$ cat config.mk
export PLATFORM = sky130hd
export DESIGN_NAME = controller_port_packet_builder_unit
export DESIGN_NICKNAME = d
export VERILOG_FILES = /design/src/rtl/core/cppb_pkg.sv /design/src/rtl/core/cppb_aim.sv /design/src/rtl/core/controller_port_packet_builder_unit.sv
export SDC_FILE = /design/constraint.sdc
export NUM_CORES = 1
export LEC_CHECK = 0
export BUFFER_PORTS_ARGS = -buffer_cell sky130_fd_sc_hd__buf_4
export CORE_MARGIN = 2
export CORE_UTILIZATION = 45
export DETAILED_ROUTE_END_ITERATION = 8
export HOLD_SLACK_MARGIN = 0.06
export PLACE_DENSITY = 0.61
export SKIP_CTS_REPAIR_TIMING = 1
export SLEW_MARGIN = 20
export SYNTH_ARGS = -nofsm -noshare
export SYNTH_HDL_FRONTEND = slang
export SYNTH_SLANG_ARGS = --single-unit
$ cat constraint.sdc
create_clock -name i_clk -period 21.5 [get_ports i_clk]
set_input_delay 0 -clock i_clk [delete_from_list [all_inputs] [get_ports i_clk]]
set_output_delay 0 -clock i_clk [all_outputs]
set_load 0.03 [all_outputs]
$ cat src/rtl/core/cppb_pkg.sv
// Shared types and constants for the controller port packet builder.
// Depends on nothing; used by the top level and the aim unit.
package cppb_pkg;

    // Width of the lightgun aim value (frame bit 16 down to bit 0).
    localparam int AIM_W = 17;

    // Width of a position coordinate as it arrives on the input stream.
    localparam int POS_W = 16;

    // Stage strobes from the sequencer to the aim unit, one per microcode step.
    typedef struct packed {
        logic scale;   // scale coordinates to 640 by 240
        logic sum;     // weighted sum of the scaled coordinates
        logic mul;     // reciprocal multiply for the divide by 625
        logic fix;     // quotient correction
    } t_aim_ctl;

endpackage

$ cat src/rtl/core/cppb_aim.sv
// Lightgun aim unit: fixed-point r = floor((y'*794386 + x'*1000) / 5000).
// Four register stages, each strobed by the sequencer. Depends on cppb_pkg.
module cppb_aim (
    input  logic                                i_clk,
    input  cppb_pkg::t_aim_ctl                  i_ctl,
    input  logic signed [cppb_pkg::POS_W-1:0]   i_pos_x,
    input  logic signed [cppb_pkg::POS_W-1:0]   i_pos_y,
    input  logic                                i_away,
    output logic        [cppb_pkg::AIM_W-1:0]   o_aim
);
    import cppb_pkg::*;

    // Reciprocal of 625 scaled by 2^32, rounded down.
    localparam logic [22:0] RECIP_625 = 23'd6871947;

    logic [15:0] ux;
    logic [15:0] uy;
    logic [25:0] vx;
    logic [23:0] vy;
    logic [9:0]  qx0;
    logic [7:0]  qy0;
    logic [16:0] sx;
    logic [16:0] sy;
    logic [9:0]  n_xs;
    logic [7:0]  n_ys;
    logic [27:0] wsum;
    logic [15:0] q;
    logic [25:0] qm;
    logic [24:0] rem;

    logic [9:0]  r_xs;
    logic [7:0]  r_ys;
    logic [24:0] r_w;
    logic [47:0] r_p;
    logic [AIM_W-1:0] r_aim;

    // Offset binary coordinates times 640 and 240, then floor divide by 65535 (away gives 320 and 0).
    // v / 65535 is (v >> 16) plus one when the folded remainder reaches 65535.
    always_comb begin
        ux   = {~i_pos_x[15], i_pos_x[14:0]};
        uy   = {~i_pos_y[15], i_pos_y[14:0]};
        vx   = 26'({ux, 9'd0}) + 26'({ux, 7'd0});
        vy   = 24'({uy, 8'd0}) - 24'({uy, 4'd0});
        qx0  = vx[25:16];
        qy0  = vy[23:16];
        sx   = 17'(vx[15:0]) + 17'(qx0);
        sy   = 17'(vy[15:0]) + 17'(qy0);
        n_xs = (sx >= 17'd65535) ? qx0 + 10'd1 : qx0;
        n_ys = (sy >= 17'd65535) ? qy0 + 8'd1 : qy0;
        if (i_away) begin
            n_xs = 10'd320;
            n_ys = 8'd0;
        end
    end

    // Weighted sum; x' * 1000 is built from shifts.
    always_comb begin
        wsum = 28'(r_ys) * 28'd794386
             + 28'({r_xs, 10'd0}) - 28'({r_xs, 4'd0}) - 28'({r_xs, 3'd0});
    end

    // Quotient estimate is low by at most one; fix it from the remainder.
    always_comb begin
        q   = r_p[47:32];
        qm  = 26'({q, 9'd0}) + 26'({q, 6'd0}) + 26'({q, 5'd0})
            + 26'({q, 4'd0}) + 26'(q);
        rem = r_w - qm[24:0];
    end

    // Stage registers.
    always_ff @(posedge i_clk) begin
        if (i_ctl.scale) begin
            r_xs <= n_xs;
            r_ys <= n_ys;
        end
        if (i_ctl.sum) begin
            r_w <= wsum[27:3];
        end
        if (i_ctl.mul) begin
            r_p <= 48'(r_w) * 48'(RECIP_625);
        end
        if (i_ctl.fix) begin
            r_aim <= (rem >= 25'd625) ? AIM_W'(q) + AIM_W'(1) : AIM_W'(q);
        end
    end

    assign o_aim = r_aim;

endmodule

$ cat src/rtl/core/controller_port_packet_builder_unit.sv
// Top level of the controller port packet builder: microcoded sequencer and byte datapath.
// Depends on cppb_pkg and the aim unit cppb_aim.
//
//  Channel   Direction  Handshake                 Payload
//  s (in)    input      i_s_tvalid / o_s_tready   tuser: req_type; tdata: report fields
//  m (out)   output     o_m_tvalid / i_m_tready   tdata: frame byte, position; tlast
//
// An item is accepted in the idle state, then one microcode step runs per cycle unless the
// output stalls: a length check (not for pad or reset), one step per frame byte and four aim
// steps for lightguns. Frame bytes leave through a single output register.
// Reset (synchronous, active low) zeroes the write position and empties the output.
// A stall on the output holds the sequencer on its current byte step.
module controller_port_packet_builder_unit #(
    parameter int BUFFER_BYTES = 256
) (
    input  logic        i_clk,
    input  logic        i_rst_n,
    input  logic        i_s_tvalid,
    output logic        o_s_tready,
    // [11:0] buttons, [27:12] pos_x, [43:28] pos_y, [59:44] pos_z, [60] away_flag
    input  logic [63:0] i_s_tdata,
    // [2:0] req_type
    input  logic [2:0]  i_s_tuser,
    output logic        o_m_tvalid,
    input  logic        i_m_tready,
    // [7:0] frame_byte, [15:8] byte_position
    output logic [15:0] o_m_tdata,
    output logic        o_m_tlast
);
    import cppb_pkg::*;

    typedef enum logic [2:0] {
        REQ_JOYPAD, REQ_FLIGHT, REQ_MOUSE, REQ_LIGHTGUN,
        REQ_ARCADE, REQ_TRACKBALL, REQ_PAD, REQ_RESET
    } t_req;

    typedef enum logic [2:0] {
        K_HALT, K_CHECK, K_AIM, K_EMIT, K_PAD, K_CLEAR
    } t_kind;

    typedef enum logic [4:0] {
        B_IMM, B_JP0, B_JP1, B_FS3, B_FS4, B_FS5, B_FS6, B_FS7, B_FS8,
        B_MS1, B_TB1, B_XY2, B_X3, B_TB6, B_LG1, B_LG2, B_LG3
    } t_bsel;

    typedef enum logic [1:0] {
        AS_SCALE, AS_SUM, AS_MUL, AS_FIX
    } t_astage;

    typedef struct packed {
        t_kind      kind;
        t_bsel      sel;
        logic [7:0] imm;
        logic [3:0] len;
        t_astage    stage;
        logic       last;
    } t_uword;

    typedef enum logic {
        ST_IDLE, ST_RUN
    } t_state;

    localparam int STEP_W = 6;

    function automatic t_uword mk(t_kind k, t_bsel s, logic [7:0] imm, logic [3:0] len,
                                  t_astage st, logic last);
        t_uword w;
        w.kind  = k;
        w.sel   = s;
        w.imm   = imm;
        w.len   = len;
        w.stage = st;
        w.last  = last;
        return w;
    endfunction

    // Microprogram: one control word per step.
    function automatic t_uword ucode(logic [STEP_W-1:0] a);
        t_uword w;
        case (a)
            // Joypad
            6'd0:  w = mk(K_CHECK, B_IMM, 8'h00, 4'd2, AS_SCALE, 1'b0);
            6'd1:  w = mk(K_EMIT,  B_JP0, 8'h00, 4'd0, AS_SCALE, 1'b0);
            6'd2:  w = mk(K_EMIT,  B_JP1, 8'h00, 4'd0, AS_SCALE, 1'b1);
            // Flightstick
            6'd3:  w = mk(K_CHECK, B_IMM, 8'h00, 4'd9, AS_SCALE, 1'b0);
            6'd4:  w = mk(K_EMIT,  B_IMM, 8'h01, 4'd0, AS_SCALE, 1'b0);
            6'd5:  w = mk(K_EMIT,  B_IMM, 8'h7B, 4'd0, AS_SCALE, 1'b0);
            6'd6:  w = mk(K_EMIT,  B_IMM, 8'h08, 4'd0, AS_SCALE, 1'b0);
            6'd7:  w = mk(K_EMIT,  B_FS3, 8'h00, 4'd0, AS_SCALE, 1'b0);
            6'd8:  w = mk(K_EMIT,  B_FS4, 8'h00, 4'd0, AS_SCALE, 1'b0);
            6'd9:  w = mk(K_EMIT,  B_FS5, 8'h00, 4'd0, AS_SCALE, 1'b0);
            6'd10: w = mk(K_EMIT,  B_FS6, 8'h00, 4'd0, AS_SCALE, 1'b0);
            6'd11: w = mk(K_EMIT,  B_FS7, 8'h00, 4'd0, AS_SCALE, 1'b0);
            6'd12: w = mk(K_EMIT,  B_FS8, 8'h00, 4'd0, AS_SCALE, 1'b1);
            // Mouse
            6'd13: w = mk(K_CHECK, B_IMM, 8'h00, 4'd4, AS_SCALE, 1'b0);
            6'd14: w = mk(K_EMIT,  B_IMM, 8'h49, 4'd0, AS_SCALE, 1'b0);
            6'd15: w = mk(K_EMIT,  B_MS1, 8'h00, 4'd0, AS_SCALE, 1'b0);
            6'd16: w = mk(K_EMIT,  B_XY2, 8'h00, 4'd0, AS_SCALE, 1'b0);
            6'd17: w = mk(K_EMIT,  B_X3,  8'h00, 4'd0, AS_SCALE, 1'b1);
            // Lightgun and arcade lightgun
            6'd18: w = mk(K_CHECK, B_IMM, 8'h00, 4'd4, AS_SCALE, 1'b0);
            6'd19: w = mk(K_AIM,   B_IMM, 8'h00, 4'd0, AS_SCALE, 1'b0);
            6'd20: w = mk(K_AIM,   B_IMM, 8'h00, 4'd0, AS_SUM,   1'b0);
            6'd21: w = mk(K_AIM,   B_IMM, 8'h00, 4'd0, AS_MUL,   1'b0);
            6'd22: w = mk(K_AIM,   B_IMM, 8'h00, 4'd0, AS_FIX,   1'b0);
            6'd23: w = mk(K_EMIT,  B_IMM, 8'h4D, 4'd0, AS_SCALE, 1'b0);
            6'd24: w = mk(K_EMIT,  B_LG1, 8'h00, 4'd0, AS_SCALE, 1'b0);
            6'd25: w = mk(K_EMIT,  B_LG2, 8'h00, 4'd0, AS_SCALE, 1'b0);
            6'd26: w = mk(K_EMIT,  B_LG3, 8'h00, 4'd0, AS_SCALE, 1'b1);
            // Trackball
            6'd27: w = mk(K_CHECK, B_IMM, 8'h00, 4'd8, AS_SCALE, 1'b0);
            6'd28: w = mk(K_EMIT,  B_IMM, 8'h49, 4'd0, AS_SCALE, 1'b0);
            6'd29: w = mk(K_EMIT,  B_TB1, 8'h00, 4'd0, AS_SCALE, 1'b0);
            6'd30: w = mk(K_EMIT,  B_XY2, 8'h00, 4'd0, AS_SCALE, 1'b0);
            6'd31: w = mk(K_EMIT,  B_X3,  8'h00, 4'd0, AS_SCALE, 1'b0);
            6'd32: w = mk(K_EMIT,  B_IMM, 8'hC0, 4'd0, AS_SCALE, 1'b0);
            6'd33: w = mk(K_EMIT,  B_IMM, 8'h00, 4'd0, AS_SCALE, 1'b0);
            6'd34: w = mk(K_EMIT,  B_TB6, 8'h00, 4'd0, AS_SCALE, 1'b0);
            6'd35: w = mk(K_EMIT,  B_IMM, 8'h00, 4'd0, AS_SCALE, 1'b1);
            // Pad and reset requests
            6'd36: w = mk(K_PAD,   B_IMM, 8'hFF, 4'd0, AS_SCALE, 1'b0);
            6'd37: w = mk(K_CLEAR, B_IMM, 8'h00, 4'd0, AS_SCALE, 1'b0);
            default: w = mk(K_HALT, B_IMM, 8'h00, 4'd0, AS_SCALE, 1'b0);
        endcase
        return w;
    endfunction

    // Program entry point for each request type.
    function automatic logic [STEP_W-1:0] entry(t_req t);
        logic [STEP_W-1:0] a;
        case (t)
            REQ_JOYPAD:    a = 6'd0;
            REQ_FLIGHT:    a = 6'd3;
            REQ_MOUSE:     a = 6'd13;
            REQ_LIGHTGUN:  a = 6'd18;
            REQ_ARCADE:    a = 6'd18;
            REQ_TRACKBALL: a = 6'd27;
            REQ_PAD:       a = 6'd36;
            REQ_RESET:     a = 6'd37;
            default:       a = 6'd37;
        endcase
        return a;
    endfunction

    // Control registers
    t_state              r_state, n_state;
    logic [STEP_W-1:0]   r_step, n_step;
    logic [2:0]          r_pcnt, n_pcnt;
    logic [8:0]          r_wp, n_wp;
    logic                r_out_valid, n_out_valid;
    logic [7:0]          r_out_byte, n_out_byte;
    logic [7:0]          r_out_pos, n_out_pos;
    logic                r_out_last, n_out_last;

    // Report registers
    t_req                r_type;
    logic [11:0]         r_btn;
    logic signed [15:0]  r_pos_x;
    logic signed [15:0]  r_pos_y;
    logic signed [15:0]  r_pos_z;
    logic                r_away;

    t_uword              uw;
    t_aim_ctl            aim_ctl;
    logic [AIM_W-1:0]    aim;
    logic [7:0]          dbyte;
    logic                s_accept;
    logic                out_free;
    logic                fits;
    logic                room;
    logic                pad_last;
    logic [8:0]          wp_inc;
    logic                trig;

    assign uw         = ucode(r_step);
    assign o_s_tready = (r_state == ST_IDLE);
    assign s_accept   = i_s_tvalid && o_s_tready;
    assign out_free   = !r_out_valid || i_m_tready;
    assign wp_inc     = r_wp + 9'd1;
    assign fits       = (10'(r_wp) + 10'(uw.len)) < 10'(BUFFER_BYTES);
    assign room       = 10'(r_wp) < 10'(BUFFER_BYTES);
    assign pad_last   = (r_pcnt == 3'd7) || (10'(wp_inc) >= 10'(BUFFER_BYTES));
    assign trig       = r_away | r_btn[0];

    // Frame byte selection from the report fields and the aim value.
    always_comb begin
        case (uw.sel)
            B_IMM: dbyte = uw.imm;
            B_JP0: dbyte = {3'b100, r_btn[4:0]};
            B_JP1: dbyte = {r_btn[10:5], 2'b00};
            B_FS3: dbyte = {~r_pos_x[15], r_pos_x[14:8]};
            B_FS4: dbyte = {2'b00, ~r_pos_y[15], r_pos_y[14:10]};
            B_FS5: dbyte = {r_pos_y[9:8], 2'b00, ~r_pos_z[15], r_pos_z[14:12]};
            B_FS6: dbyte = {r_pos_z[11:8], 4'h2};
            B_FS7: dbyte = r_btn[7:0];
            B_FS8: dbyte = {r_btn[11:8], 4'h0};
            B_MS1: dbyte = {r_btn[3:0], r_pos_y[9:6]};
            B_TB1: dbyte = {4'h0, r_pos_y[9:6]};
            B_XY2: dbyte = {r_pos_y[5:0], r_pos_x[9:8]};
            B_X3:  dbyte = r_pos_x[7:0];
            B_TB6: dbyte = {2'b00, r_btn[5:4], 1'b0, r_btn[2:0]};
            B_LG1: begin
                if (r_type == REQ_LIGHTGUN) begin
                    dbyte = {trig, 3'b000, r_btn[1], 2'b00, aim[16]};
                end else begin
                    dbyte = {r_btn[0], r_btn[1], r_btn[2], r_btn[3], r_away, 2'b00,
                             aim[16]};
                end
            end
            B_LG2: dbyte = aim[15:8];
            B_LG3: dbyte = aim[7:0];
            default: dbyte = 8'h00;
        endcase
    end

    // Aim unit stage strobes.
    always_comb begin
        aim_ctl = '0;
        if (r_state == ST_RUN && uw.kind == K_AIM) begin
            case (uw.stage)
                AS_SCALE: aim_ctl.scale = 1'b1;
                AS_SUM:   aim_ctl.sum   = 1'b1;
                AS_MUL:   aim_ctl.mul   = 1'b1;
                AS_FIX:   aim_ctl.fix   = 1'b1;
                default:  aim_ctl       = '0;
            endcase
        end
    end

    // Sequencer: executes one control word per cycle, stalls on a busy output.
    always_comb begin
        n_state     = r_state;
        n_step      = r_step;
        n_pcnt      = r_pcnt;
        n_wp        = r_wp;
        n_out_valid = r_out_valid;
        n_out_byte  = r_out_byte;
        n_out_pos   = r_out_pos;
        n_out_last  = r_out_last;

        if (r_out_valid && i_m_tready) begin
            n_out_valid = 1'b0;
        end

        case (r_state)
            ST_IDLE: begin
                if (s_accept) begin
                    n_step  = entry(t_req'(i_s_tuser));
                    n_pcnt  = 3'd0;
                    n_state = ST_RUN;
                end
            end
            ST_RUN: begin
                case (uw.kind)
                    K_CHECK: begin
                        if (fits) begin
                            n_step = r_step + STEP_W'(1);
                        end else begin
                            n_state = ST_IDLE;
                        end
                    end
                    K_AIM: begin
                        n_step = r_step + STEP_W'(1);
                    end
                    K_EMIT: begin
                        if (out_free) begin
                            n_out_valid = 1'b1;
                            n_out_byte  = dbyte;
                            n_out_pos   = r_wp[7:0];
                            n_out_last  = uw.last;
                            n_wp        = wp_inc;
                            if (uw.last) begin
                                n_state = ST_IDLE;
                            end else begin
                                n_step = r_step + STEP_W'(1);
                            end
                        end
                    end
                    K_PAD: begin
                        if (!room) begin
                            n_state = ST_IDLE;
                        end else if (out_free) begin
                            n_out_valid = 1'b1;
                            n_out_byte  = dbyte;
                            n_out_pos   = r_wp[7:0];
                            n_out_last  = pad_last;
                            n_wp        = wp_inc;
                            n_pcnt      = r_pcnt + 3'd1;
                            if (pad_last) begin
                                n_state = ST_IDLE;
                            end
                        end
                    end
                    K_CLEAR: begin
                        n_wp    = 9'd0;
                        n_state = ST_IDLE;
                    end
                    default: begin
                        n_state = ST_IDLE;
                    end
                endcase
            end
            default: begin
                n_state = ST_IDLE;
            end
        endcase
    end

    // State and registered outputs.
    always_ff @(posedge i_clk) begin
        if (!i_rst_n) begin
            r_state     <= ST_IDLE;
            r_step      <= '0;
            r_pcnt      <= '0;
            r_wp        <= '0;
            r_out_valid <= 1'b0;
            r_out_byte  <= '0;
            r_out_pos   <= '0;
            r_out_last  <= 1'b0;
        end else begin
            r_state     <= n_state;
            r_step      <= n_step;
            r_pcnt      <= n_pcnt;
            r_wp        <= n_wp;
            r_out_valid <= n_out_valid;
            r_out_byte  <= n_out_byte;
            r_out_pos   <= n_out_pos;
            r_out_last  <= n_out_last;
        end
    end

    // Report capture on an input transfer.
    always_ff @(posedge i_clk) begin
        if (s_accept) begin
            r_type  <= t_req'(i_s_tuser);
            r_btn   <= i_s_tdata[11:0];
            r_pos_x <= i_s_tdata[27:12];
            r_pos_y <= i_s_tdata[43:28];
            r_pos_z <= i_s_tdata[59:44];
            r_away  <= i_s_tdata[60];
        end
    end

    cppb_aim u_aim (
        .i_clk   (i_clk),
        .i_ctl   (aim_ctl),
        .i_pos_x (r_pos_x),
        .i_pos_y (r_pos_y),
        .i_away  (r_away),
        .o_aim   (aim)
    );

    assign o_m_tvalid = r_out_valid;
    assign o_m_tdata  = {r_out_pos, r_out_byte};
    assign o_m_tlast  = r_out_last;

endmodule
==> run summary, run 1 <==
The share of total power in sequential cells came out at 35.9%. The upper clock frequency limit is 122 MHz. The slack of the worst reg-to-reg path came out at 13.31 ns.

The endpoint identified for the worst register-to-register timing path is u_aim.r_p[47]. The slew at the pin with the worst max-slew slack came out at 0.975 ns. After detailed routing, the total wire length is 68700 um. The remaining antenna violation count after routing came out at 0. The vertical die dimension came out at 252 um. The congestion estimate from routability-driven global placement came to 0.937. The flow ran to the end, and the final reports show no timing, DRC or antenna violations. The share of post-route cells with drive strength above 1 came out at 4.89%. The critical path in this run is classified as flop to flop. The initial utilization of the core area, before any placement, comes to 45.6%. Setup repair after global routing left no endpoint under its margin. Synthesis inferred 190 register bits.

At the end of the flow the core is filled with cells to 50.0%. The logic gate share of total power is a little under two fifths. The number of nets in the synthesized netlist is roughly 3800. The critical path ends at u_aim.r_p[47]. The setup violation total in the final timing report came out at 0. The core region area came out at about 60000 um^2. The maximum clock skew at final layout is 0.0142 ns.

The number of global-route vias before repair came to 21016. The mean cell area of the mapped netlist came out at 9.48 um^2. The final count of pins violating max slew came to 0.

The overall die area is approximately 63000 um^2. The minimum clock period came out at 8.19 ns. The most repeated library cell on the critical path is fa_1. The final HPWL from detailed placement is 57000 um. The top-level port count is 90. For this run, design rule violations remaining after detail routing come to 0. By area the synthesized netlist is led by fa_1 23%, ha_1 21%, edfxtp_1 14%. The worst setup path startpoint is u_aim.r_w[15]. The total power is 1250 uW. During synthesis, Yosys emitted a total of 0 warnings. Synthesis produced a netlist whose cell count is 2909. The accumulated negative setup slack came out at 0 ns. The insertion delay to the later sink of the worst-skew pair is 0.47 ns.

Counting every sink on the clock net gives 190. The cell sitting at the root of the clock tree is a clkbuf_16. The floorplan has 90 rows. For this design the total switching power over the nets is 463 uW. The average vias per placed instance came out at between 5 and 6. The switching portion of total power came out at 37.0%. The data arrival at the endpoint of the critical path is 8.41 ns. In the final routed layout, each cell accounts on average for ~18 um. The net count reported at finish is 3887. TritonCTS built the clock tree. After clock tree synthesis, the clock-pin slew on the worst setup and hold paths is roughly 0.08 ns. The register area share after synthesis came out at between 10% and 20%. The startpoint identified for the worst register-to-register timing path is u_aim.r_w[15]. The remaining global-route overflow came out at 0.

The maximum clock insertion buffer count is 2. The number of antenna violations at the first check in global routing was 0. The diode insertion count for antenna repair came out at 0. The power density normalized to cell area is between 40 and 50 nW/um^2. The class of the tightest hold or removal check is input port to flop. The count of cell types in the netlist is 91. For the worst setup path, the data required time is 21.72 ns. The combined global-route utilization of all metal layers came out at 22.2%.

The path length in cells of the critical path came out at 20. Walking the worst path, the cells encountered are ha_1 > inv_1 > fa_1 > fa_1 > inv_1 > fa_1 > fa_1 > fa_1 > inv_1 > fa_1 > inv_1 > ha_1 > a211oi_1 > o21ai_0 > or3_1 > a221o_1 > a221o_1 > o311ai_1 > o21ai_1 > xnor2_1. For this design the static power due to leakage is 0.0147 uW. The worst slew slack as a fraction of its limit came out at a little over a third. The largest net degree at the start of global routing came out at 58. The top cell type's share of synthesized area came out at 23.2%.

The finished cells cover around 30000 um^2. After the first detailed-routing iteration, the DRC count stood at between 1000 and 1500. STA classifies the critical path startpoint as a flop. The instance area after placement is 29000 um^2. The count of input and output buffers came out at 78.

The depth of the CTS H-tree is 4. Among all flip-flop cells after synthesis, the most frequent one is edfxtp_1. For this run, the detailed router's first-pass iteration total came to 5. The share of the clock period used by the worst path after layout is between 30% and 40%. The fraction of registers with async set or reset after synthesis came out at 0%. Compared with the post-synthesis result, the final layout area differs by 9.74%. IR analysis of the VDD net gives a maximum drop of 61.1 uV. The critical-path maximum fanout is 7.

The length in cells of the worst reg-to-reg path came out at 20. The most area-hungry cell type in the Yosys netlist is fa_1. The die is 252 um wide. The endpoint class of the critical path is a flop. The largest stage delay on the critical path came out at 0.84 ns. The first global-routing pass estimated about 110000 um of wire. Across the run, the number of max-cap violations was 0. The tightest hold margin came out at approximately 0.24 ns. The relative contribution of the clock network to total power is 26.3%. Together, buffers and inverters on the worst path number 4.

The vias after detailed routing came out at 20563. The internal power summed over all cells came out at slightly below 800 uW. The number of failing hold endpoints at the final stage is 0. The cell family with the largest share of critical-path delay is adder cells.

The number of buffers created by CTS is 17. Counting flops with a built-in enable in the synthesized netlist gives approximately 130. The cell area after technology mapping came out at 27600 um^2. On the critical path, the stage with the largest delay is an instance of edfxtp_1.
Yosys cell counts, types with 21 or more instances:
| cell | n |
|---|---|
| fa_1 | 320 |
| o21ai_0 | 91 |
| inv_1 | 674 |
| nor2b_1 | 31 |
| a31oi_1 | 22 |
| ha_1 | 461 |
| nor2_1 | 147 |
| nand4_1 | 29 |
| xnor2_1 | 84 |
| dfxtp_1 | 58 |
| edfxtp_1 | 132 |
| clkbuf_1 | 32 |
| a21o_1 | 34 |
| xor2_1 | 46 |
| nand2b_1 | 23 |
| nand2_1 | 141 |
| a211oi_1 | 21 |
| nor3_1 | 49 |
| nand3_1 | 61 |
| a21oi_1 | 120 |
| and3_1 | 28 |
final cells by class:
class | instances | area [um^2]
clock buffer | 17 | 425
clock inverter | 15 | 178
fill | 5593 | 30200
inverter | 676 | 2540
multi-input combinational | 2004 | 19800
sequential | 190 | 5120
tap | 782 | 978
timing repair buffer | 146 | 1250
cells by family after synthesis:
kind of cell / count (synthesis) / share of synthesized area (%)
AOI/OAI and AO/OA: 492 / 12.1
and+or+nand+nor: 576 / 10.2
DFF: 190 / 18.6
muxes: 24 / 0.939
xor gates and xnor gates: 131 / 4.21
buffers and inverters: 715 / 9.76
adders and majority gates: 781 / 44.2
registers in the layout, indices dropped and copies added (netlist names), 3 cells and up:
name	flops
u_aim.r_w	25
uw	21
r_pos_x	16
u_aim.r_ys	8
r_out_byte	8
r_wp	9
r_step	6
r_out_pos	8
u_aim.o_aim	17
r_pos_y	16
r_btn	12
r_pos_z	8
r_pcnt	3
u_aim.r_xs	10
u_aim.r_p	16
r_type	3
stage by stage:
step | cells | setup slack, ns
detailed placement | 3737 | 13.29
global route | 3830 | 13.06
finish | 3830 | 13.31
global placement | 3737 | 13.39
CTS | 3769 | 13.27
floorplan | 2909 | 14.70
power groups by stage:
stage | logic (uW) | clock network, uW | registers, uW
after CTS | 463 | 335 | 448
final | 473 | 328 | 448
after global placement | 450 | 0 | 456
after detailed placement | 459 | 0 | 456
after floorplan | 360 | 0 | 447
after global routing | 535 | 349 | 450
how the worst min path moves through the flow:
stage                  startpoint          end  slack [ns]  depth (start not counted)
global placement    i_s_tdata[56]  r_pos_z[12]        0.18                          1
CTS                 i_s_tdata[10]    r_btn[10]       -0.32                          1
finish              i_s_tdata[56]  r_pos_z[12]        0.24                          2
global route         i_s_tdata[1]     r_btn[1]        0.23                          2
floorplan           i_s_tdata[60]       r_away         0.1                          0
detailed placement  i_s_tdata[56]  r_pos_z[12]        0.18                          1
placed cells by master (no fill, tap or decap), drive strengths merged, types with 84 or more instances in the layout:
cell,netlist,routed
nor2,147,147
edfxtp,132,132
inv,675,686
a21oi,120,120
fa,320,320
xnor2,84,84
o21ai,99,99
nand2,141,141
buf,6,85
ha,461,461
per-layer routing:
metal	vias up	part of all wire (%)	GRT usage, %
met4	0	3.1	7.33
met1	10024	45	30.1
met3	109	3.9	2.42
met5	-	0	0
met2	475	48	37.3
li1	9955	-	-
(Power assumes the default switching activity.)
==> run 2, diff against run 1 <==
Clock period 21.5 ns to 8.3 ns, I/O delays scaled along.
==> run 2 against run 1 <==
  * Clock skew up 0.010 ns
  * Non-clock buffer count up 12
  * Sequential cell count unchanged
  * Combinational power rose to 2.7 times the previous value
  * Critical endpoint unchanged
  * Largest power group unchanged
  * Highest routed layer unchanged
==> run summary, run 2 (synthesized netlist as in run 1, its figures left out) <==
The critical-path maximum fanout is 6. The share of total power in sequential cells is 35.2%. Net switching is 38.0% of the power. The cell count after placement is around 3700. The critical path is of the flop to flop type. In this run the worst setup path terminates at u_aim.r_p[47]. The minimum clock period came out at 7.74 ns. The top-level port count came out at 90. Measured along the y axis, the die boundary spans roughly 250 um. The final layout contains routed wiring with a total length of roughly 70000 um. Row generation in the floorplan step produced 90 rows. The class of the tightest hold or removal check is input port to flop. The upper clock frequency limit is 129 MHz. In the finished design, the share of the clock period the worst path needs comes to 93.3%.

The residual DRC count came out at 0. Entering global routing, the biggest net connects 58 pins. Total power for the finished layout comes to 3300 uW. Setup repair after global routing left no endpoint under its margin.

The analysis attributes to cell leakage a power of between 0.01 and 0.015 uW. In this run the tightest slew margin relative to its limit is between 30% and 40%. The average vias per placed instance came out at about 5.4. The area overhead of the layout relative to synthesis is 10.1%. The kind of start point of the critical path is a flop. The post-route non-filler standard cell count came out at 3842. Across the run, the number of max-cap violations was 0. The detailed-routing iteration count for the pre-antenna-repair pass is 5. TritonCTS built the clock tree. The starting utilization of the core area is 45.6%. The filler cell count is 5594. Counting flops per register, the top entry is u_aim.r_w. Across every metal layer, demand over resource in global routing totals 22.5%. The setup check on the worst reg-to-reg path leaves a slack of 0.56 ns. The internal power summed over all cells came out at 2040 uW. The length in cells of the worst reg-to-reg path is 20.

The total overflow left after global routing is 0. In this run the standard cell core region covers 60500 um^2. The switching power summed over all nets is 1250 uW. The setup violation total in the final timing report is 0. Across all setup checks in the final design, the least slack found is between 0.5 and 0.6 ns.

OpenSTA, run right after detailed placement, puts the worst setup slack at between 0.5 and 0.6 ns. For the pin with the worst max-slew slack, the measured transition is about 1 ns. The number of failing hold endpoints at the final stage is 0.

The count of input and output buffers is 78. The number of DRC markers after the initial detailed-route iteration came out at 1216. The number of flip-flops in the largest register is 25.

The startpoint identified for the worst register-to-register timing path is u_aim.r_w[17]. In the final routed layout, each cell accounts on average for approximately 18 um. The cell sitting at the root of the clock tree is a clkbuf_16. The final HPWL from detailed placement is 58400 um. The post-CTS clock slew at the launch and capture registers of the worst setup and hold paths came out at 0.09 ns. The maximum clock skew at final layout is 0.0244 ns. The most critical setup path has its startpoint at u_aim.r_w[17]. The detail route stage leaves a number of antenna-violating nets equal to 0. The logic gate share of total power is 38.1%.

In this run the power density over the cells is around 110 nW/um^2. The net count reported at finish is 3899. The die covers 63300 um^2.

The final count of pins violating max slew came out at 0. The insertion delay to the later sink of the worst-skew pair is 0.48 ns. IR analysis of the VDD net gives a maximum drop of 151 uV. The accumulated negative setup slack came out at 0 ns. The die is roughly 250 um wide. The number of clock buffers added by TritonCTS is 17. The congestion estimate from routability-driven global placement came to slightly above 0.9. The run finished with clean final reports. The vias after detailed routing is 20570. The wire length of the first global-routing pass is 112000 um.

Cells with a size suffix above 1 make up between 5 and 6% of the layout. The leading cell type in the layout, fill and taps excluded is inv_1. The tightest hold margin is 0.241 ns. The number of antenna diodes in the final layout is 0.

The worst register-to-register path ends at u_aim.r_p[47]. For this design, the sink count on the clock tree is 190. The data arrival at the endpoint of the critical path came out at 7.96 ns. STA classifies the critical path endpoint as a flop. The data required time of the worst path came out at 8.52 ns.

The number of global-route vias before repair is 21165. In the layout the commonest cells are 673 x inv_1, 461 x ha_1, 320 x fa_1. The relative contribution of the clock network to total power came out at 26.7%. The number of antenna violations at the first check in global routing was 0. The H-tree generated during clock tree synthesis spans 4 levels. The maximum clock insertion buffer count came out at 2.
-- run 2: worst max-delay path: stages (launching register included) --
cell	delay [ns]
edfxtp_1	0.59
ha_1	0.44
inv_1	0.12
fa_1	0.51
fa_1	0.53
inv_1	0.05
fa_1	0.48
fa_1	0.52
fa_1	0.55
inv_1	0.06
fa_1	0.53
inv_1	0.05
ha_1	0.33
a211oi_1	0.50
o21ai_0	0.16
or3_1	0.49
a221o_1	0.42
a221o_1	0.38
o311ai_1	0.49
o21ai_1	0.17
xnor2_1	0.15
-- run 2: routing by layer --
metal	wire length, um	vias to the layer above	global-route usage, %
met1	31800	10086	30.1
met3	2160	80	1.80
met4	1550	0	5.92
met5	0	-	0
li1	-	9980	-
met2	34000	424	39.2
-- run 2: worst min path at each step --
stage,startpoint,depth (start not counted),endpoint
2_1_floorplan,i_s_tdata[60],0,r_away
3_3_place_gp,i_s_tdata[35],1,r_pos_y[7]
3_5_place_dp,i_s_tdata[0],1,r_btn[0]
4_1_cts,i_s_tdata[10],1,r_btn[10]
5_1_grt,i_s_tdata[7],2,r_btn[7]
6_report,i_s_tdata[7],2,r_btn[7]
-- run 2: stage by stage --
step	cell area, um^2	utilization (%)
6_report	30400	50.2
4_1_cts	29800	49.2
3_3_place_gp	29100	48.2
5_1_grt	30400	50.2
3_5_place_dp	29100	48.2
2_1_floorplan	27600	-
-- run 2: cell type report --
| cell class | instances | area, um^2 | share of cell area [%] |
|---|---|---|---|
| Multi-Input combinational cell | 2004 | 19800 | 65.1 |
| Sequential cell | 190 | 5120 | 16.9 |
| Inverter | 676 | 2540 | 8.36 |
| Timing Repair Buffer | 158 | 1340 | 4.41 |
| Tap cell | 782 | 978 | 3.22 |
| Clock buffer | 17 | 425 | 1.40 |
| Clock inverter | 15 | 199 | 0.655 |
-- run 2: power by group through the flow --
| stage | registers, uW | logic, uW | clock network (uW) |
|---|---|---|---|
| after floorplan | 1160 | 931 | 0 |
| after global placement | 1180 | 1200 | 0 |
| after detailed placement | 1180 | 1220 | 0 |
| after CTS | 1160 | 1230 | 894 |
| after global routing | 1160 | 1410 | 929 |
| final | 1160 | 1260 | 881 |
==> run 3, diff against run 2 <==
Settings changed: HOLD_SLACK_MARGIN 0.06 to default, SYNTH_HIERARCHICAL from default to 1.
==> run 3 against run 2 <==
  * First-iteration DRC count is 4.4% higher
  * Maximum frequency grew 4.4%
  * Clock power fell by 2.7%
  * Area after synthesis grew 0.79%
  * Core utilization down 0.53 points
  * Largest power group is now registers
  * Sequential power hardly changed
  * Critical endpoint is now u_aim/r_p[47]
  * Highest routed layer unchanged
  * Non-clock buffer count fell by 4
  * Sequential cell count stayed put
  * Clock skew shrank 0.015 ns
==> run summary, run 3 <==
The number of nets in the synthesized netlist is 3737. Traced cell by cell, the critical path runs through ha_1 > xor2_1 > ha_1 > inv_1 > fa_1 > inv_1 > fa_1 > fa_1 > fa_1 > inv_1 > fa_1 > inv_1 > ha_1 > a21oi_1 > nor2b_1 > o21ai_0 > nand2_1 > nor3_1 > o221ai_1 > a221oi_1 > o2111ai_1 > a21oi_1 > xnor2_1. The synthesized-area fraction occupied by adder cells came out at 43.8%. Pin placement for this block handled 90 I/O pins.

The relative contribution of the clock network to total power is between 20% and 30%. Once layout is done, the placed cells without fillers occupy 30500 um^2. The combined global-route utilization of all metal layers is between 20% and 30%. At the later pin of the worst-skew pair, clock insertion delay measures 0.46 ns. The worst setup path startpoint is u_aim/r_w[2].

The share of synthesized area in the top cell type comes to 23.1%. The length in cells of the worst reg-to-reg path came out at 23. Detailed placement finished with a half-perimeter wire length of 57600 um. The diode insertion count for antenna repair came out at 0. The data required time of the worst path came out at roughly 8.5 ns. The run finished with clean final reports. In this run the number of H-tree levels came out at 4. Counting stages on the worst path, the most repeated cell is fa_1. The worst slew slack as a fraction of its limit is 27.8%. Static timing analysis puts the maximum clock frequency at 135 MHz. The number of buffers created by CTS is 17. The count of input and output buffers came out at 78.

The share of the clock period used by the worst path after layout came out at 89.3%. The logic gate share of total power is 34.9%. The count of mapped cells out of synthesis came out at 2885. Measured along the y axis, the die boundary spans 252 um. The number of global-route vias before repair came to 21086. The internal power summed over all cells is about 2000 uW. After synthesis, flip-flops and latches occupy 18.4% of the total area. The top cell types in the final layout, fill and taps aside, are 679 x inv_1, 461 x ha_1, 320 x fa_1. The total power is 3110 uW. The tree built by TritonCTS fans out to between 150 and 200 sinks. The peak supply drop came out at 135 uV. After synthesis, the mean cell area works out to 9.63 um^2. In the final design database the tool counted roughly 3900 nets. The register bit count reported by yosys came out at 190. The post-CTS clock slew at the launch and capture registers of the worst setup and hold paths came out at 0.07 ns. The remaining antenna violation count after routing is 0. The vias after detailed routing is 20412.

The worst setup path is launched from a flop. The commonest cells after synthesis are 680 x inv_1, 461 x ha_1, 320 x fa_1, 132 x edfxtp_1, 130 x nor2_1. The synthesized-area fraction occupied by and/or/nand/nor cells is 10.5%. On the final layout, the worst clock skew is around 0.009 ns. The accumulated negative setup slack came out at 0 ns. The share of total power in sequential cells is 37.6%.

The switching power summed over all nets is about 1100 uW. The complex-gate fraction of the synthesized area came out at a little under an eighth. In the routed design, unresolved DRC markers number 0.

The start of the worst register-to-register path is u_aim/r_w[2]. The total area inside the core boundary comes to ~60000 um^2. The number of flip-flops in the largest register came out at 25. The share of post-route cells with drive strength above 1 is 6.62%.

The data arrival at the endpoint of the critical path is 7.62 ns. The total wire length is 68200 um. The main combinational cell family by area after synthesis is adder cells. The power density normalized to cell area came out at between 100 and 150 nW/um^2.

The post-synthesis share of cell area spent on xor and xnor gates came out at 4.18%. Of all nets on the critical path, the largest fanout is 10. The number of failing hold endpoints at the final stage came out at 0.

The minimum clock period is 7.41 ns. The count of yosys warnings during synthesis is 6. The first detailed-routing pass took 5 iterations. The fraction of registers with async set or reset after synthesis came out at 0%. The leading cell type in the layout, fill and taps excluded is inv_1. Dividing the detail-routed via count by the number of cells gives 5.34.

The register name with the most flops is u_aim/r_w. The final count of pins violating max slew is 0. The tree is rooted in a clkbuf_16. The endpoint of the worst setup timing path is u_aim/r_p[47]. The number of antenna violations at the first check in global routing came out at 0.

The wire length of the first global-routing pass is approximately 110000 um. The number of flops mapped to enable cells by yosys is 132. The overall die area is about 64000 um^2. The critical register-to-register path endpoint is u_aim/r_p[47]. The tightest hold margin came out at 0.0653 ns. The placed instances occupy a cell area of 29300 um^2. The min-delay analysis places its worst path in the category input port to flop. Entering global routing, the biggest net connects 57 pins. The most frequent cell after synthesis is inv_1. The endpoint class of the critical path is a flop. Among all flip-flop cells after synthesis, the most frequent one is edfxtp_1.

The switching portion of total power came out at 35.9%. The CTS tree is built. For this design, the slowest cell found on the critical path is edfxtp_1. The number of max-cap violations came out at 0. The starting utilization of the core area is 45.3%.

The largest stage delay on the critical path is 0.63 ns. Yosys attributes the largest share of cell area to fa_1 23%, ha_1 21%, edfxtp_1 14%. The detailed router finished its first iteration with 1270 violations. The startpoint identified for the worst hold timing path is i_m_tready. After synthesis the cells add up to 27800 um^2. The slew at the pin with the worst max-slew slack is 1.08 ns. The start-to-end type of the worst setup path is flop to flop. In this run the register-to-register setup slack is roughly 0.89 ns. Routability-driven placement finished with a final weighted congestion of 0.928.

After synthesis, the share of cell area in mux cells is 1.44%. Setup violations remaining at the end of the flow were counted as 0. The count of cell types in the netlist is between 100 and 150. The die is 252 um wide. In the final routed layout, each cell accounts on average for 17.8 um. The number of cell rows is 91. The reported leakage power is 0.0150 uW.

The area overhead of the layout relative to synthesis is 9.75%. fa_1 takes more of the synthesized area than any other cell. The maximum clock insertion buffer count is 2. The remaining global-route overflow came out at 0. Setup repair after global routing left no endpoint under its margin.
-- run 3: cell types whose count changed after synthesis, moves of 14 or more --
cell | before | now
o21ai_0 | 91 | 62
nand2_1 | 141 | 114
nor2_1 | 147 | 130
a21o_1 | 34 | 50
a21boi_0 | 18 | 4
clkbuf_1 | 32 | 18
-- run 3: area by class of cell --
| type | count | area [um^2] |
|---|---|---|
| inverter | 686 | 2580 |
| clock inverter | 13 | 140 |
| multi-input combinational | 1974 | 19900 |
| fill | 5609 | 30900 |
| sequential | 190 | 5120 |
| clock buffer | 19 | 464 |
| timing repair buffer | 154 | 1300 |
| tap | 790 | 988 |
-- run 3: worst min-delay path by stage --
stage / slack (ns) / to / cells after the start
floorplan: 0.1 / r_away / 0
global placement: 0.18 / r_pos_y[14] / 1
detailed placement: 0.18 / r_pos_y[3] / 1
CTS: -0.31 / r_pos_z[10] / 1
global route: 0.09 / o_m_tvalid / 3
finish: 0.07 / o_m_tvalid / 3
-- run 3: per-stage QoR --
stage,std cells,utilization (%),setup slack (ns)
2_1_floorplan,2885,-,1.90
3_3_place_gp,3736,47.8,0.989
3_5_place_dp,3736,47.8,0.879
4_1_cts,3768,48.7,0.834
5_1_grt,3826,49.7,0.470
6_report,3826,49.7,0.888
-- run 3: layer usage --
metal | up-vias | share of wire (%) | wire (um) | track usage, %
li1 | 9873 | - | - | -
met5 | - | 0 | 0 | 0
met4 | 0 | 2.6 | 1770 | 6.81
met2 | 409 | 49 | 33500 | 38.2
met1 | 10043 | 46 | 31100 | 28.7
met3 | 87 | 2.7 | 1850 | 1.85
-- run 3: worst max-delay path, delay by kind of cell (launching register included) --
kind            cells  cell delay, ns
flops               1            0.63
xor+xnor            2            0.42
simple gates        3            0.44
fa+ha+maj           8            3.58
buf+inv             4            0.28
compound gates      6            1.80
-- run 3: cells by family (layout without fill, tap and decap cells) --
family,Yosys count,in the layout
mux,36,36
flops,190,190
fa+ha+maj,781,781
simple gates,563,563
buf+inv,721,872
compound gates,463,463
xor+xnor,131,131
-- run 3: power by group through the flow --
stage               logic, uW  registers, uW  clock network (uW)
detailed placement       1050           1190                   0
global route             1210           1180                 912
CTS                      1060           1170                 877
global placement         1040           1190                   0
floorplan                 814           1150                   0
finish                   1090           1170                 857
